## config.mk

```make
export PLATFORM = sky130hd
export DESIGN_NAME = greedy_shift_reduce_parser_flat
export DESIGN_NICKNAME = d
export VERILOG_FILES = /design/src/rtl/gsrp_pkg.sv /design/src/rtl/gsrp_if.sv /design/src/rtl/greedy_shift_reduce_parser.sv /design/src/rtl/gsrp_ctrl.sv /design/src/rtl/gsrp_dp.sv /design/src/flat_wrapper.sv
export SDC_FILE = /design/constraint.sdc
export NUM_CORES = 1
export LEC_CHECK = 0
export ABC_CLOCK_PERIOD_IN_PS = 9800
export BUFFER_PORTS_ARGS = -buffer_cell sky130_fd_sc_hd__buf_2
export CAP_MARGIN = 20
export CORE_MARGIN = 10
export CORE_UTILIZATION = 25
export DETAILED_ROUTE_END_ITERATION = 7
export SETUP_SLACK_MARGIN = 0.3
export SLEW_MARGIN = 5
export SYNTH_ARGS = -nofsm -noshare
export SYNTH_HDL_FRONTEND = slang
export SYNTH_SLANG_ARGS = --single-unit
```

## constraint.sdc

```tcl
create_clock -name clk -period 9.8 [get_ports clk]
set_input_delay 2.94 -clock clk [delete_from_list [all_inputs] [get_ports clk]]
set_output_delay 2.94 -clock clk [all_outputs]
set_load 0.05 [all_outputs]
```

## src/rtl/gsrp_pkg.sv

```systemverilog
// Shared types and codes for the greedy shift-reduce parser
package gsrp_pkg;

  // Sizes fixed by the port widths
  localparam int STACK_DEPTH = 16;
  localparam int RULE_SLOTS  = 8;

  typedef enum logic [1:0] {
    REQ_LOAD  = 2'd0,
    REQ_SHIFT = 2'd1,
    REQ_END   = 2'd2,
    REQ_NONE  = 2'd3
  } req_t;

  typedef enum logic [2:0] {
    ACT_SHIFTED  = 3'd0,
    ACT_REDUCED  = 3'd1,
    ACT_ACCEPTED = 3'd2,
    ACT_REJECTED = 3'd3,
    ACT_OVERFLOW = 3'd4,
    ACT_LIMIT    = 3'd5
  } act_t;

  typedef enum logic [2:0] {
    ST_IDLE,
    ST_SCAN,
    ST_CMP,
    ST_FINISH,
    ST_EMIT
  } state_t;

  typedef struct packed {
    logic       slot_clear;
    logic       slot_next;
    logic       sym_clear;
    logic       sym_next;
    logic       do_reduce;
    logic       do_shift;
    logic       do_overflow;
    logic       do_limit;
    logic       do_end;
    logic       red_clear;
  } cmd_t;

  typedef struct packed {
    logic slot_done;
    logic slot_ok;
    logic sym_done;
    logic sym_match;
    logic limit_reached;
    logic stack_full;
  } stat_t;

  typedef struct packed {
    logic [2:0] action;
    logic [2:0] rule_used;
    logic [7:0] pushed_symbol;
    logic [4:0] stack_level;
    logic       last;
  } result_t;

endpackage

```

## src/rtl/gsrp_if.sv

```systemverilog
// Valid/ready channel interfaces for requests, results and configuration
interface gsrp_req_if;
  logic        valid;
  logic        ready;
  logic [1:0]  req_type;
  logic [7:0]  symbol;
  logic [2:0]  rule_slot;
  logic [7:0]  rule_left;
  logic [3:0]  rule_length;
  logic [63:0] rule_body_head;
  logic [7:0]  rule_body_tail;
  modport source (output valid, req_type, symbol, rule_slot, rule_left, rule_length,
                  rule_body_head, rule_body_tail, input ready);
  modport sink (input valid, req_type, symbol, rule_slot, rule_left, rule_length,
                rule_body_head, rule_body_tail, output ready);
endinterface

interface gsrp_res_if;
  logic       valid;
  logic       ready;
  logic [2:0] action;
  logic [2:0] rule_used;
  logic [7:0] pushed_symbol;
  logic [4:0] stack_level;
  logic       last;
  modport source (output valid, action, rule_used, pushed_symbol, stack_level, last,
                  input ready);
  modport sink (input valid, action, rule_used, pushed_symbol, stack_level, last,
                output ready);
endinterface

interface gsrp_cfg_if;
  logic       valid;
  logic       ready;
  logic [3:0] data;
  modport source (output valid, data, input ready);
  modport sink (input valid, data, output ready);
endinterface

```

## src/rtl/greedy_shift_reduce_parser.sv

```systemverilog
// Top level of the greedy shift-reduce parser
//
//   channel  dir  payload
//   req      in   req_type, symbol, rule fields
//   res      out  action, rule_used, pushed_symbol, stack_level, last
//   cfg      in   data (rules_in_use)
//
// A shift or end request runs a rule scan over the slots in order,
// comparing stack symbols for each usable rule, then emits each result;
// each reduction rescans from slot 0. A limit result is followed by the
// shift or end result, which is formed in the finish state after it.
// One request is in work at a time. Reset clears stack count, error and
// valid bits; a stalled result holds the block in its output state.
module greedy_shift_reduce_parser #(
  parameter int MAX_RIGHT_LENGTH = 9,
  parameter int MAX_REDUCTIONS   = 16
) (
  input logic clk,
  input logic rst,
  gsrp_req_if.sink   req,
  gsrp_res_if.source res,
  gsrp_cfg_if.sink   cfg
);
  import gsrp_pkg::*;

  cmd_t    cmd;
  stat_t   stat;
  result_t result;
  logic    emit_last;
  logic    req_ready;

  assign req.ready = req_ready;
  assign cfg.ready = 1'b1;

  gsrp_ctrl u_ctrl (
    .clk, .rst,
    .req_valid (req.valid),
    .req_type  (req.req_type),
    .req_ready (req_ready),
    .res_ready (res.ready),
    .res_valid (res.valid),
    .stat, .cmd, .emit_last
  );

  gsrp_dp #(
    .MAX_RIGHT_LENGTH(MAX_RIGHT_LENGTH), .MAX_REDUCTIONS(MAX_REDUCTIONS)
  ) u_dp (
    .clk, .rst,
    .load_en        (req.valid && req_ready && req.req_type == REQ_LOAD),
    .rule_slot      (req.rule_slot),
    .rule_left      (req.rule_left),
    .rule_length    (req.rule_length),
    .rule_body_head (req.rule_body_head),
    .rule_body_tail (req.rule_body_tail),
    .symbol         (req.symbol),
    .cfg_we         (cfg.valid),
    .cfg_data       (cfg.data),
    .cmd, .emit_last, .stat,
    .res            (result)
  );

  assign res.action        = result.action;
  assign res.rule_used     = result.rule_used;
  assign res.pushed_symbol = result.pushed_symbol;
  assign res.stack_level   = result.stack_level;
  assign res.last          = result.last;
endmodule

```

## src/rtl/gsrp_ctrl.sv

```systemverilog
// Controller state machine sequencing rule scans, reductions and results
module gsrp_ctrl (
  input  logic           clk,
  input  logic           rst,
  input  logic           req_valid,
  input  logic [1:0]     req_type,
  output logic           req_ready,
  input  logic           res_ready,
  output logic           res_valid,
  input  gsrp_pkg::stat_t stat,
  output gsrp_pkg::cmd_t  cmd,
  output logic           emit_last
);
  import gsrp_pkg::*;

  state_t state, state_next;
  logic   is_end, is_end_next;
  logic   final_res, final_res_next;
  logic   to_finish, to_finish_next;

  // Hold the state and the kind of request being worked on
  always_ff @(posedge clk) begin
    if (rst) begin
      state     <= ST_IDLE;
      is_end    <= 1'b0;
      final_res <= 1'b0;
      to_finish <= 1'b0;
    end else begin
      state     <= state_next;
      is_end    <= is_end_next;
      final_res <= final_res_next;
      to_finish <= to_finish_next;
    end
  end

  logic go;
  assign go = req_valid && req_ready &&
              (req_t'(req_type) == REQ_SHIFT || req_t'(req_type) == REQ_END);

  // Next state
  always_comb begin
    state_next     = state;
    is_end_next    = is_end;
    final_res_next = final_res;
    to_finish_next = to_finish;
    unique case (state)
      ST_IDLE: if (go) begin
        state_next     = ST_SCAN;
        is_end_next    = (req_t'(req_type) == REQ_END);
        to_finish_next = 1'b0;
      end
      ST_SCAN:
        if (stat.slot_done) state_next = ST_FINISH;
        else if (stat.slot_ok) state_next = ST_CMP;
        else state_next = ST_SCAN;
      ST_CMP:
        if (!stat.sym_match) state_next = ST_SCAN;
        else if (stat.sym_done) begin
          state_next     = ST_EMIT;
          final_res_next = 1'b0;
          to_finish_next = stat.limit_reached;
        end
      ST_FINISH: begin
        state_next     = ST_EMIT;
        final_res_next = 1'b1;
        to_finish_next = 1'b0;
      end
      ST_EMIT:
        if (res_ready) begin
          if (final_res) state_next = ST_IDLE;
          else if (to_finish) state_next = ST_FINISH;
          else state_next = ST_SCAN;
        end
      default: state_next = ST_IDLE;
    endcase
  end

  // Outputs
  always_comb begin
    cmd       = '0;
    req_ready = 1'b0;
    res_valid = 1'b0;
    emit_last = final_res;
    unique case (state)
      ST_IDLE: begin
        req_ready     = 1'b1;
        cmd.slot_clear = 1'b1;
        cmd.red_clear  = 1'b1;
      end
      ST_SCAN: begin
        cmd.sym_clear = 1'b1;
        if (!stat.slot_ok && !stat.slot_done) cmd.slot_next = 1'b1;
      end
      ST_CMP: begin
        if (!stat.sym_match) cmd.slot_next = 1'b1;
        else if (stat.sym_done) begin
          if (stat.limit_reached) cmd.do_limit = 1'b1;
          else cmd.do_reduce = 1'b1;
        end else cmd.sym_next = 1'b1;
      end
      ST_FINISH: begin
        if (is_end) cmd.do_end = 1'b1;
        else if (stat.stack_full) cmd.do_overflow = 1'b1;
        else cmd.do_shift = 1'b1;
      end
      ST_EMIT: begin
        res_valid = 1'b1;
        if (res_ready) cmd.slot_clear = 1'b1;
      end
      default: ;
    endcase
  end
endmodule

```

## src/rtl/gsrp_dp.sv

```systemverilog
// Datapath: rule store, symbol stack, matcher and result register
module gsrp_dp #(
  parameter int MAX_RIGHT_LENGTH = 9,
  parameter int MAX_REDUCTIONS   = 16
) (
  input  logic            clk,
  input  logic            rst,
  input  logic            load_en,
  input  logic [2:0]      rule_slot,
  input  logic [7:0]      rule_left,
  input  logic [3:0]      rule_length,
  input  logic [63:0]     rule_body_head,
  input  logic [7:0]      rule_body_tail,
  input  logic [7:0]      symbol,
  input  logic            cfg_we,
  input  logic [3:0]      cfg_data,
  input  gsrp_pkg::cmd_t  cmd,
  input  logic            emit_last,
  output gsrp_pkg::stat_t stat,
  output gsrp_pkg::result_t res
);
  import gsrp_pkg::*;

  localparam int SW = (RULE_SLOTS > 1) ? $clog2(RULE_SLOTS) : 1;
  localparam int CW = $clog2(STACK_DEPTH + 1);
  localparam int AW = $clog2(STACK_DEPTH);
  localparam int RW = $clog2(MAX_REDUCTIONS + 1);

  logic [7:0]  left_mem [RULE_SLOTS];
  logic [3:0]  len_mem  [RULE_SLOTS];
  logic [71:0] body_mem [RULE_SLOTS];
  logic [RULE_SLOTS-1:0] rule_valid;
  logic [7:0]  stack_mem [STACK_DEPTH];
  logic [CW-1:0] stack_count;
  logic        error_flag;
  logic [3:0]  rules_in_use;
  logic [SW:0] slot;
  logic [3:0]  sym_idx;
  logic [RW-1:0] red_cnt;
  logic [7:0]  sym_hold;

  logic [SW-1:0] s;
  logic [4:0]  lim;
  logic [3:0]  len;
  logic [CW-1:0] pos;
  logic [7:0]  body_sym;
  logic [CW-1:0] new_count;

  assign s   = slot[SW-1:0];
  assign lim = (rules_in_use > 4'(RULE_SLOTS)) ? 5'(RULE_SLOTS) : {1'b0, rules_in_use};
  assign len = len_mem[s];
  assign pos = stack_count - CW'(len) + CW'(sym_idx);
  assign body_sym = body_mem[s][{sym_idx, 3'b000} +: 8];
  assign new_count = stack_count - CW'(len) + CW'(1);

  // Status toward the controller
  always_comb begin
    stat.slot_done     = (5'(slot) >= lim);
    stat.slot_ok       = !stat.slot_done && rule_valid[s] && (CW'(len) <= stack_count);
    stat.sym_match     = (stack_mem[pos[AW-1:0]] == body_sym);
    stat.sym_done      = (sym_idx + 4'd1 >= len);
    stat.limit_reached = (red_cnt >= RW'(MAX_REDUCTIONS));
    stat.stack_full    = (stack_count >= CW'(STACK_DEPTH));
  end

  // Rule store and configuration register
  always_ff @(posedge clk) begin
    if (load_en && 32'(rule_slot) < RULE_SLOTS) begin
      left_mem[rule_slot[SW-1:0]] <= rule_left;
      len_mem[rule_slot[SW-1:0]]  <= rule_length;
      body_mem[rule_slot[SW-1:0]] <= {rule_body_tail, rule_body_head};
    end
  end

  always_ff @(posedge clk) begin
    if (rst) begin
      rule_valid   <= '0;
      rules_in_use <= 4'd8;
    end else begin
      if (load_en && 32'(rule_slot) < RULE_SLOTS)
        rule_valid[rule_slot[SW-1:0]] <= (rule_length >= 4'd1) &&
                                         (rule_length <= 4'(MAX_RIGHT_LENGTH));
      if (cfg_we) rules_in_use <= cfg_data;
    end
  end

  // Track the request symbol while idle, hold it once work starts
  always_ff @(posedge clk) begin
    if (cmd.red_clear) sym_hold <= symbol;
  end

  // Scan counters
  always_ff @(posedge clk) begin
    if (cmd.slot_clear) slot <= '0;
    else if (cmd.slot_next) slot <= slot + 1'b1;
    if (cmd.sym_clear) sym_idx <= '0;
    else if (cmd.sym_next) sym_idx <= sym_idx + 4'd1;
  end

  // Stack write
  always_ff @(posedge clk) begin
    if (cmd.do_reduce) stack_mem[new_count[AW-1:0] - AW'(1)] <= left_mem[s];
    else if (cmd.do_shift) stack_mem[stack_count[AW-1:0]] <= sym_hold;
  end

  // Stack count, error flag, reduction counter and result register
  always_ff @(posedge clk) begin
    if (rst) begin
      stack_count <= '0;
      error_flag  <= 1'b0;
      red_cnt     <= '0;
    end else begin
      if (cmd.red_clear) red_cnt <= '0;
      if (cmd.do_reduce) begin
        stack_count <= new_count;
        red_cnt     <= red_cnt + 1'b1;
      end
      if (cmd.do_shift) stack_count <= stack_count + 1'b1;
      if (cmd.do_overflow || cmd.do_limit) error_flag <= 1'b1;
      if (cmd.do_end) begin
        stack_count <= '0;
        error_flag  <= 1'b0;
      end
    end
  end

  always_ff @(posedge clk) begin
    if (cmd.do_reduce) begin
      res.action        <= ACT_REDUCED;
      res.rule_used     <= 3'(s);
      res.pushed_symbol <= left_mem[s];
      res.stack_level   <= 5'(new_count);
    end else if (cmd.do_limit) begin
      res.action        <= ACT_LIMIT;
      res.rule_used     <= '0;
      res.pushed_symbol <= '0;
      res.stack_level   <= 5'(stack_count);
    end else if (cmd.do_shift) begin
      res.action        <= ACT_SHIFTED;
      res.rule_used     <= '0;
      res.pushed_symbol <= sym_hold;
      res.stack_level   <= 5'(stack_count + 1'b1);
    end else if (cmd.do_overflow) begin
      res.action        <= ACT_OVERFLOW;
      res.rule_used     <= '0;
      res.pushed_symbol <= sym_hold;
      res.stack_level   <= 5'(stack_count);
    end else if (cmd.do_end) begin
      res.action        <= (stack_count == CW'(1) && !error_flag) ? ACT_ACCEPTED
                                                                  : ACT_REJECTED;
      res.rule_used     <= '0;
      res.pushed_symbol <= '0;
      res.stack_level   <= 5'(stack_count);
    end
  end

  assign res.last = emit_last;
endmodule

```

## src/flat_wrapper.sv

```systemverilog
// flat-port wrapper written by rule: the top's interface ports become plain ports
module greedy_shift_reduce_parser_flat import gsrp_pkg::*;
#(
  parameter int MAX_RIGHT_LENGTH = 9,
  parameter int MAX_REDUCTIONS   = 16
)
  (clk, rst, req_valid, req_req_type, req_symbol, req_rule_slot, req_rule_left, req_rule_length, req_rule_body_head, req_rule_body_tail, req_ready, res_valid, res_action, res_rule_used, res_pushed_symbol, res_stack_level, res_last, res_ready, cfg_valid, cfg_data, cfg_ready);
  gsrp_req_if req_i ();
  gsrp_res_if res_i ();
  gsrp_cfg_if cfg_i ();
  input logic clk;
  input logic rst;
  input wire logic [$bits(req_i.valid)-1:0] req_valid;
  input wire logic [$bits(req_i.req_type)-1:0] req_req_type;
  input wire logic [$bits(req_i.symbol)-1:0] req_symbol;
  input wire logic [$bits(req_i.rule_slot)-1:0] req_rule_slot;
  input wire logic [$bits(req_i.rule_left)-1:0] req_rule_left;
  input wire logic [$bits(req_i.rule_length)-1:0] req_rule_length;
  input wire logic [$bits(req_i.rule_body_head)-1:0] req_rule_body_head;
  input wire logic [$bits(req_i.rule_body_tail)-1:0] req_rule_body_tail;
  output wire logic [$bits(req_i.ready)-1:0] req_ready;
  output wire logic [$bits(res_i.valid)-1:0] res_valid;
  output wire logic [$bits(res_i.action)-1:0] res_action;
  output wire logic [$bits(res_i.rule_used)-1:0] res_rule_used;
  output wire logic [$bits(res_i.pushed_symbol)-1:0] res_pushed_symbol;
  output wire logic [$bits(res_i.stack_level)-1:0] res_stack_level;
  output wire logic [$bits(res_i.last)-1:0] res_last;
  input wire logic [$bits(res_i.ready)-1:0] res_ready;
  input wire logic [$bits(cfg_i.valid)-1:0] cfg_valid;
  input wire logic [$bits(cfg_i.data)-1:0] cfg_data;
  output wire logic [$bits(cfg_i.ready)-1:0] cfg_ready;
  assign req_i.valid = req_valid;
  assign req_i.req_type = req_req_type;
  assign req_i.symbol = req_symbol;
  assign req_i.rule_slot = req_rule_slot;
  assign req_i.rule_left = req_rule_left;
  assign req_i.rule_length = req_rule_length;
  assign req_i.rule_body_head = req_rule_body_head;
  assign req_i.rule_body_tail = req_rule_body_tail;
  assign req_ready = req_i.ready;
  assign res_valid = res_i.valid;
  assign res_action = res_i.action;
  assign res_rule_used = res_i.rule_used;
  assign res_pushed_symbol = res_i.pushed_symbol;
  assign res_stack_level = res_i.stack_level;
  assign res_last = res_i.last;
  assign res_i.ready = res_ready;
  assign cfg_i.valid = cfg_valid;
  assign cfg_i.data = cfg_data;
  assign cfg_ready = cfg_i.ready;
  greedy_shift_reduce_parser #(.MAX_RIGHT_LENGTH(MAX_RIGHT_LENGTH), .MAX_REDUCTIONS(MAX_REDUCTIONS)) u_core (.clk(clk), .rst(rst), .req(req_i), .res(res_i), .cfg(cfg_i));
endmodule
```

# After elaboration in Yosys (flattened, before gate mapping)
# Memories as Yosys holds them, arrays and structs flattened. A register that Yosys moved wholly into a read port is not among the register bits.
# Cells that the tools add are included.
totals:
  reg_bits: 64
  ramBits: 800
  output_inout_bits: 23
  mem_count: 4
op_classes:
  add_sub_neg: 8
  n_lt_le_gt_ge: 11
  n_eq_ne: 13
  n_shift: 1
  mux: 71
  reduce_logical: 31
mem_list:
  columns: ["memory", "words", "word_bits", "rd", "rd_clocked_by_memory_dff", "write_ports", "line", "source"]
  rows:
  - ["u_core.u_dp.body_mem", 8, 72, 1, 1, 1, "gsrp_dp.sv:31", "logic [71:0] body_mem [RULE_SLOTS];"]
  - ["u_core.u_dp.stack_mem", 16, 8, 1, 0, 1, "gsrp_dp.sv:33", "logic [7:0] stack_mem [STACK_DEPTH];"]
  - ["u_core.u_dp.left_mem", 8, 8, 1, 1, 1, "gsrp_dp.sv:29", "logic [7:0] left_mem [RULE_SLOTS];"]
  - ["u_core.u_dp.len_mem", 8, 4, 1, 1, 1, "gsrp_dp.sv:30", "logic [3:0] len_mem [RULE_SLOTS];"]
ops:
  columns: ["operator", "count"]
  rows:
  - ["$mux W19", 4]
  - ["$shiftx A72 B8 Y8", 1]
  - ["$mux W1", 33]
  - ["$mux W3", 10]
  - ["$mux W5", 4]
  - ["$mux W16", 1]
  - ["$mux W2", 8]
  - ["$add A5 B1 Y5 const B", 3]
  - ["$pmux W3 S5", 1]
  - ["$ge A5 B5 Y1 const B", 2]
  - ["$logic_and A1 B1 Y1", 9]
  - ["$add A4 B1 Y4 const B", 2]
  - ["$bwmux W8", 1]
  - ["$eq A8 B8 Y1", 1]
  - ["$ge A4 B4 Y1", 2]
  - ["$lt A3 B4 Y1 const B", 2]
  - ["$mux W4", 2]
  - ["$mux W8", 1]
  - ["$reduce_or A8 Y1", 1]
  - ["$eq A3 B2 Y1 const B", 2]
  - ["$ne A2 B2 Y1 const B", 3]
  - ["$pmux W1 S2", 3]
  - ["$reduce_and A3 Y1", 2]
  - ["$reduce_bool A2 Y1", 3]
  - ["other kinds (29)", 34]

# Logic depth before layout (Yosys ltp)
# Gate-level depths: netlist (run 1).
depth:
  word_depth: 12
  ltp_mapped: 23
  mapped_depth_nobuf: 17

# By module
# A second synthesis (run 1) with hierarchy kept.
hier_totals:
  cells_unflattened: 1714
  hier_area_um2: 34423.0
by_module_without_submodules:
  columns: ["mod", "n_inst", "cells_each", "area_each_um2", "seq_area_each_um2"]
  rows:
  - ["gsrp_dp", 1, 1648, 33906.3, 25484.4]
  - ["gsrp_ctrl", 1, 63, 493.0, 120.1]
  - ["greedy_shift_reduce_parser", 1, 3, 23.8, 0.0]

# Worst setup path before layout (run 1)
# No wires, ideal clock.
synth_timing:
  path_type: "input to register"
  startpoint: "input port req_req_type[0]"
  endpoint: "register u_core.u_dp.rule_valid[0]"
  setup_time_ns: 0.128
  arrival_time_ns: 9.786
  required_time_ns: 9.672
  path_slack_ns: -0.113
  stages: 6
  path_cell_list: "inv_1 > ha_1 > nand4b_1 > nor3_1 > mux2i_1 > nor2_1"
synth_between:
  elab_chain_cells: 2
synth_lines:
  columns: ["item", "line", "source"]
  rows:
  - ["start, declared", "flat_wrapper.sv:14", "input wire logic [$bits(req_i.req_type)-1:0] req_req_type;"]
  - ["$logic_not A2 Y1", "greedy_shift_reduce_parser.sv:49", ".load_en (req.valid && req_ready && req.req_type == REQ_LOAD),"]
  - ["$logic_and A1 B1 Y1", "greedy_shift_reduce_parser.sv:49", null]
  - ["end signal, assigned by index", "gsrp_dp.sv:81", "rule_valid[rule_slot[SW-1:0]] <= (rule_length >= 4'd1) &&"]
  - ["end, declared", "gsrp_dp.sv:32", "logic [RULE_SLOTS-1:0] rule_valid;"]
# Every way passes these cells.
# A chain may end at the register's enable or synchronous reset.

==> impl_metrics.ini, run 1 <==
[status]
outcome = complete, no violations

[power]
cellLeakagePower_nw = 12.4
p_comb_share_pct = 7.6
p_int_mw = 6.18
peakVddDrop_v = 0.000129
swShare_pct = 22.3
power.density_nw_per_um2 = 198
switchingPower_mw = 1.77
power.total_mw = 7.95
p_seq_share_pct = 51.7
clkPwrFrac_pct = 40.8

[setup_path]
path_cells = mux4_2, mux2_2, ha_1, inv_1, ha_2, inv_1, fa_1, buf_4, mux4_2, mux4_1, xor2_1, nor4_4, and3_1, a22oi_4, nor3_1
arrival_ns = 7.79
required_ns = 10.08
crit_slowest_cell = fa_1
regToRegSetupSlack_ns = 2.30
path_max_fanout = 24
worstSetupEndpointType = register
critPathMaxStageDelay_ns = 0.93
r2r_cells = 15
startpoint_type = register
critPathKind = register to register
r2r_end = u_core.u_dp.stack_mem[12][2]

[synthesis]
synth_top_family_by_area = multiplexers
synth_compound_area_share_pct = 4.22
synth-seq-cells = 867
synthFlopType = edfxtp_1
ys_top_cells_by_area = edfxtp_1, mux4_2, dfxtp_1
synth_xor_area_share_pct = 0.677
yosys.area_share.simple_pct = 3.27
synthesis.nets = 1941
syn_inst = 1809
avgSynthCellArea_um2 = 19.1
seq_area_frac_synth_pct = 74.1
synthArstFlopShare_pct = 0
synth.cell_area_um2 = 34500
ys_types = 62
synth_largest_area_cell = edfxtp_1
synth_fa_ha_area_share_pct = 0.985
yosys_warnings = 0
synth_edf_count = 824
synth_top_area_share_pct = 71.6
muxShareOfSynthArea_pct = 15.2

[clocking]
cts_max_level = 3
clk_pin_slew_ns = 0.06
cts-resized-gates = 0
cts_root_buffer = clkbuf_16
clock-sinks = 867
clk_path_buf_depth = 3
cts_tree = done
cts_hold_buf = 0
post_cts_buffers = 0
clkLatencyLatePin_ns = 0.67
cts_buffers = 81

[finish]
fin_area_um2 = 40200
drive_gt1_share_pct = 24.7
synthToLayoutAreaGrowth_pct = 16.4
utilization_pct = 29.3
multi_input_area_um2 = 8540
regArea_um2 = 25600
fillers = 13300
nNetsFinal = 2095

[floorplanning]
die_area_um2 = 153000
initial_core_util_pct = 25.2
die_h_um = 392
boundaryPins = 129
dieWidth_um = 392
fp-row-count = 136
core_um2 = 137000

[detailed_routing]
antenna_left = 0
wl_per_cell_um = 22.7
viasPerCell = 4.59
post-route-drc-count = 0
drtPass1Iterations = 5
route.vias.total = 17500
routed_wl_um = 86800
drt-initial-drc-count = 1705

[timing]
fin_crit_ns = 7.50
hold_viol_final = 0
fmax_ghz = 0.133
finalSetupViolCount = 0
rsz0062_at_grt = no
final_max_slew_viol_count = 0
finalCritPeriodShare_pct = 76.5
setup_ws_ns = 2.30
fin_skew_ns = 0.0247
tightest_slew_ns = 1.10
timing.setup.tns_ns = 0
max-slew-margin-rel_pct = 26.2

[place]
postPlaceCellArea_um2 = 37400
portBuffers = 127
dp_hpwl_um = 54700
dp_slack_ns = 2.21
gp_congestion = 0.824

[global_route]
grt_pass1_wl_um = 125000
grt_max_degree = 107
grt_usage_pct = 11.0
antenna_found_initial = 47
grt.overflow.total = 0
grt_pass1_vias = 17500

[hold_path]
holdPathStages = 2
holdCritStartpoint = u_core.u_dp.res[17]
hold_path_end = u_core.u_dp.res[17]
holdCritPathClass = register to register

[run]
maxCapViolCount = 0
## power groups by stage
stage	Combinational [mW]	Sequential, mW	Clock [mW]
after floorplan	0.408	4.18	0
after global placement	0.597	4.19	0
after detailed placement	0.603	4.19	0
after CTS	0.605	4.11	3.32
after global routing	0.647	4.11	3.45
final	0.602	4.11	3.24
## metal layers
metal	vias up	global-route usage [%]	part of all wire [%]
met5	-	0	0.13
met4	20	4.56	3.7
li1	7689	-	-
met1	9068	14.6	43
met2	604	17.5	47
met3	166	2.32	6.9
## worst max-delay path by stage
stage	to	slack, ns	depth (start not counted)
finish	u_core.u_dp.stack_mem[12][2]	2.30	15
CTS	u_core.u_dp.stack_mem[1][5]	2.22	15
detailed placement	u_core.u_dp.stack_mem[1][2]	2.21	15
global placement	u_core.u_dp.stack_mem[7][6]	2.42	15
floorplan	u_core.u_dp.body_mem[6][0]	2.28	4
global route	u_core.u_dp.stack_mem[12][2]	1.91	15
## Yosys cell counts (5+ instances only)
cell / instances
a31oi_1: 9
nand2_1: 57
nor2b_1: 14
and2_1: 5
xnor2_1: 11
nand4_1: 14
a22oi_1: 8
a22o_1: 17
mux2_2: 38
mux4_2: 146
buf_1: 7
nor3_1: 19
a21o_1: 8
o2111ai_1: 9
a211oi_1: 11
xor2_1: 13
nand3_1: 24
ha_1: 24
or3_1: 5
nor2_1: 60
buf_4: 7
o21ai_0: 27
buf_2: 34
clkbuf_1: 45
mux2i_1: 82
edfxtp_1: 824
dfxtp_1: 43
nand2b_1: 10
o21ai_1: 28
inv_1: 25
a21oi_1: 35
o31ai_1: 8
o22ai_1: 40
mux2_1: 55
## cell type report
cell class                      instances  share of cell area (%)
Multi-Input combinational cell        823                    21.2
Antenna cell                            6                  0.0373
Timing Repair Buffer                  164                    2.41
Clock inverter                         54                    1.58
Sequential cell                       867                    63.7
Tap cell                             1794                    5.58
Inverter                               26                   0.243
Clock buffer                           92                    5.20
## placed cells by master (no fill, tap or decap), types with 13 or more instances in the layout
cell / Yosys / routed
nand2_1: 57 / 57
mux4_2: 146 / 146
nor3_1: 19 / 17
a22o_1: 17 / 17
clkbuf_16: 0 / 82
xor2_1: 13 / 13
o22ai_1: 40 / 40
mux2i_1: 82 / 82
buf_4: 7 / 24
inv_1: 25 / 25
o21ai_0: 27 / 27
nand4_1: 14 / 14
mux2_2: 38 / 38
mux2_1: 55 / 55
nor2_1: 60 / 52
a21oi_1: 35 / 26
nor2b_1: 14 / 13
edfxtp_1: 824 / 824
ha_1: 24 / 23
o21ai_1: 28 / 28
buf_2: 34 / 132
dfxtp_1: 43 / 40
nand3_1: 24 / 24
clkinv_1: 0 / 20
## flip-flops by register name, summed over array words and instances (netlist names), named ones only
name	cells
u_core.u_ctrl.state	3
u_core.u_ctrl.to_finish	1
u_core.u_dp.rule_valid	8
u_core.u_dp.red_cnt	5
u_core.u_dp.sym_hold	8
u_core.u_dp.rules_in_use	4
u_core.u_dp.body_mem	576
u_core.u_dp.stack_count	5
u_core.u_dp.sym_idx	4
u_core.u_ctrl.is_end	1
u_core.u_dp.stack_mem	128
u_core.u_dp.len_mem	32
u_core.u_dp.res	19
u_core.u_ctrl.emit_last	1
u_core.u_dp.slot	4
u_core.u_dp.error_flag	1
u_core.u_dp.left_mem	64
## critical path: cells and delay by family (launching register included)
| kind | cells | cell delay, ns |
|---|---|---|
| flip-flops | 1 | 0.63 |
| AND/OR/NAND/NOR | 3 | 2.03 |
| AO/OA/AOI/OAI | 1 | 0.28 |
| adder cells (fa/ha/maj) | 3 | 1.55 |
| XOR/XNOR | 1 | 0.20 |
| multiplexers | 4 | 1.72 |
| buffers and inverters | 3 | 0.67 |
## per-stage QoR
step,cells,hold slack (ns)
floorplan,1809,0.450
global placement,3664,0.455
detailed placement,3665,0.452
CTS,3811,0.461
global route,3820,0.495
finish,3826,0.462
## kinds of logic after synthesis
family / Yosys count
buffers and inverters: 119
other: 1
muxes: 325
AOI/OAI and AO/OA: 220
adders and majority gates: 26
xor gates and xnor gates: 25
and+or+nand+nor: 226
DFF: 867
No activity file was read; power rests on OpenSTA's default activity.
==> run 2: changes to the inputs <==
--- a/config.mk
+++ b/config.mk
@@ -5,7 +5,8 @@
 export SDC_FILE = /design/constraint.sdc
 export NUM_CORES = 1
 export LEC_CHECK = 0
-export ABC_CLOCK_PERIOD_IN_PS = 9800
+export ABC_AREA = 1
+export ABC_CLOCK_PERIOD_IN_PS = 6100
 export BUFFER_PORTS_ARGS = -buffer_cell sky130_fd_sc_hd__buf_2
 export CAP_MARGIN = 20
 export CORE_MARGIN = 10
==> constraint.sdc (replaced) <==
create_clock -name clk -period 6.1 [get_ports clk]
set_input_delay 1.83 -clock clk [delete_from_list [all_inputs] [get_ports clk]]
set_output_delay 1.83 -clock clk [all_outputs]
set_load 0.05 [all_outputs]
==> run 2 against run 1 <==
Clock skew fell by 0.0016 ns. Sequential power rose by 60%. Core utilization fell by 0.085 points. Global-route usage rose by 1.0 points. Critical path depth rose by 10. Largest cell class unchanged. Critical path type unchanged. Sequential cell count did not move. First-iteration DRC count rose by 21%. Worst setup slack got worse by 1.6 ns. Design area rose by 3.1%. Non-clock buffer count rose by 23. Largest power group unchanged.
==> impl_metrics.ini, run 2 <==
[status]
outcome = complete, no violations

[global_route]
grt_pass1_vias = 22900
grt_max_degree = 198
use_met2_pct = 20.2
grt.overflow.total = 0
antenna_found_initial = 53
grt_use_met3_pct = 2.73
top_usage_layer = met2
grt_pass1_wl_um = 147000
grt_usage_pct = 12.0
grt.met1_usage_pct = 15.3

[timing]
rsz0062_at_grt = no
fin_crit_ns = 5.42
hold_viol_final = 0
setup_ws_ns = 0.677
fmax_ghz = 0.184
whs_ns = 0.479
timing.setup.tns_ns = 0
finalSetupViolCount = 0
fin_skew_ns = 0.0231
tightest_slew_ns = 1.17
final_max_slew_viol_count = 0
finalCritPeriodShare_pct = 88.9
max-slew-margin-rel_pct = 22.2

[place]
dp_slack_ns = 0.194
placedCellCount = 4966
portBuffers = 127
gp_congestion = 0.879
dp_hpwl_um = 57700

[synthesis]
synth_largest_area_cell = edfxtp_1
synth.cell_area_um2 = 35800
synth_top_area_share_pct = 69.1
yosysMostFrequentCell = edfxtp_1
synth_edf_count = 824
ys_types = 45
synthArstFlopShare_pct = 0
syn_inst = 3069
synth-seq-cells = 867
seq_area_frac_synth_pct = 71.5
synthFlopType = edfxtp_1
yosys-top-cells-count = edfxtp_1, nand2_1, nand3_1, nor2_1, o21ai_0
synthesis.nets = 3201
yosys_warnings = 0
avgSynthCellArea_um2 = 11.7
ys_top_cells_by_area = edfxtp_1, nand2_1, nand3_1

[clocking]
cts_buffers = 81
cts_tree = done
cts_root_buffer = clkbuf_16
cts_max_level = 3
clock-sinks = 867
clk_pin_slew_ns = 0.06
clkLatencyLatePin_ns = 0.67
clk_path_buf_depth = 3

[power]
p_seq_share_pct = 54.6
peakVddDrop_v = 0.000195
cellLeakagePower_nw = 14.3
switchingPower_mw = 2.60
swShare_pct = 21.6
p_int_mw = 9.43
power.density_nw_per_um2 = 290
p_comb_share_pct = 4.4
clkPwrFrac_pct = 41.0

[floorplanning]
fp-row-count = 138
core_um2 = 142000
boundaryPins = 129
die_h_um = 398
initial_core_util_pct = 25.2
dieWidth_um = 398
die_area_um2 = 159000

[detailed_routing]
viasPerCell = 4.64
routed_wl_um = 99500
drt-initial-drc-count = 2070
wl_per_cell_um = 19.4
antenna_left = 0
post-route-drc-count = 0
drtPass1Iterations = 5
route.vias.total = 23800

[finish]
drive_gt1_share_pct = 11.3
multi_input_area_um2 = 9250
nNetsFinal = 3295
utilization_pct = 29.2
fillers = 14400
final_common_cell = edfxtp_1
finalNonFillerCells = 5128
most-common-layout-cells = edfxtp_1, nand2_1, nand3_1
largest_reg_flops = 576
regArea_um2 = 25600
synthToLayoutAreaGrowth_pct = 15.8

[setup_path]
crit_slowest_cell = fa_1
startpoint_type = register
critPathMaxStageDelay_ns = 0.55
critPathKind = register to register
worstSetupEndpointType = register
arrival_ns = 5.76
path_max_fanout = 52
path_common_cell = nand2_1
regToRegSetupSlack_ns = 0.68
required_ns = 6.43

[hold_path]
holdCritPathClass = register to register
holdCritStartpoint = u_core.u_dp.rules_in_use[0]

[run]
maxCapViolCount = 0
[run 2: changes by cell type after synthesis, moves of 63 or more]
cell     previous run  this run
o21ai_0            27       142
nor2_1             60       216
buf_2              34        97
nand3_1            24       574
mux4_2            146         0
mux2i_1            82         0
nand2_1            57       768
[run 2: cells by family (layout without fill, tap and decap cells)]
family | Yosys count | after routing | synth area share [%]
xor+xnor | 15 | 15 | 0.367
flops | 867 | 867 | 71.5
compound gates | 271 | 271 | 4.36
buf+inv | 275 | 434 | 3.35
fa+ha+maj | 26 | 26 | 0.951
simple gates | 1614 | 1614 | 19.4
other cells | 1 | 11 | 0.0105
[run 2: layer usage]
metal,up-vias,wire length [µm],part of all wire (%)
met3,212,7940,8.0
met4,34,2970,3.0
met2,799,47800,48
met5,-,223,0.22
li1,11100,-,-
met1,11600,40600,41
[run 2: area by class of cell]
type | count | share of cell area [%]
flip-flops and latches | 867 | 61.8
inverters | 97 | 0.951
repair inverters | 2 | 0.0362
clock inverters | 35 | 0.746
clock buffers | 113 | 5.38
repair buffers | 187 | 2.99
well taps | 1890 | 5.71
diodes | 10 | 0.0604
multi-input cells | 1927 | 22.3
[run 2: critical path, delay by kind of cell, from the launching register on]
family | cells | cell delay [ns]
buffers and inverters | 5 | 0.73
and+or+nand+nor | 13 | 1.81
adders and majority gates | 3 | 1.30
DFF | 1 | 0.44
AOI/OAI and AO/OA | 4 | 0.80
[run 2: power by group through the flow]
stage / logic [mW] / clock network (mW) / registers (mW)
global route: 0.590 / 5.26 / 6.57
finish: 0.531 / 4.93 / 6.57
global placement: 0.508 / 0 / 6.70
detailed placement: 0.515 / 0 / 6.70
floorplan: 0.298 / 0 / 6.70
CTS: 0.518 / 5.02 / 6.57
[run 2: path summary, 6_finish.rpt]
path                             endpoint  depth (start not counted)
max          u_core.u_dp.stack_mem[12][5]                         25
max reg2reg  u_core.u_dp.stack_mem[12][5]                         25
min reg2reg   u_core.u_dp.rules_in_use[0]                          2
min           u_core.u_dp.rules_in_use[0]                          2
[run 2: through the flow]
stage / power, mW / cell area [µm²]
3_3_place_gp: 7.20 / 38600
5_1_grt: 12.4 / 41400
3_5_place_dp: 7.21 / 38600
6_report: 12.0 / 41400
2_1_floorplan: 7.00 / 35800
4_1_cts: 12.1 / 41200
[run 2: timing repair]
item,in CTS,in global routing
buffers inserted,0,2
gates cloned,0,2
endpoints found under the setup margin,70,144
hold buffers,0,0
pin swaps,0,4
hold endpoints to repair,0,0
resized for setup,6,42
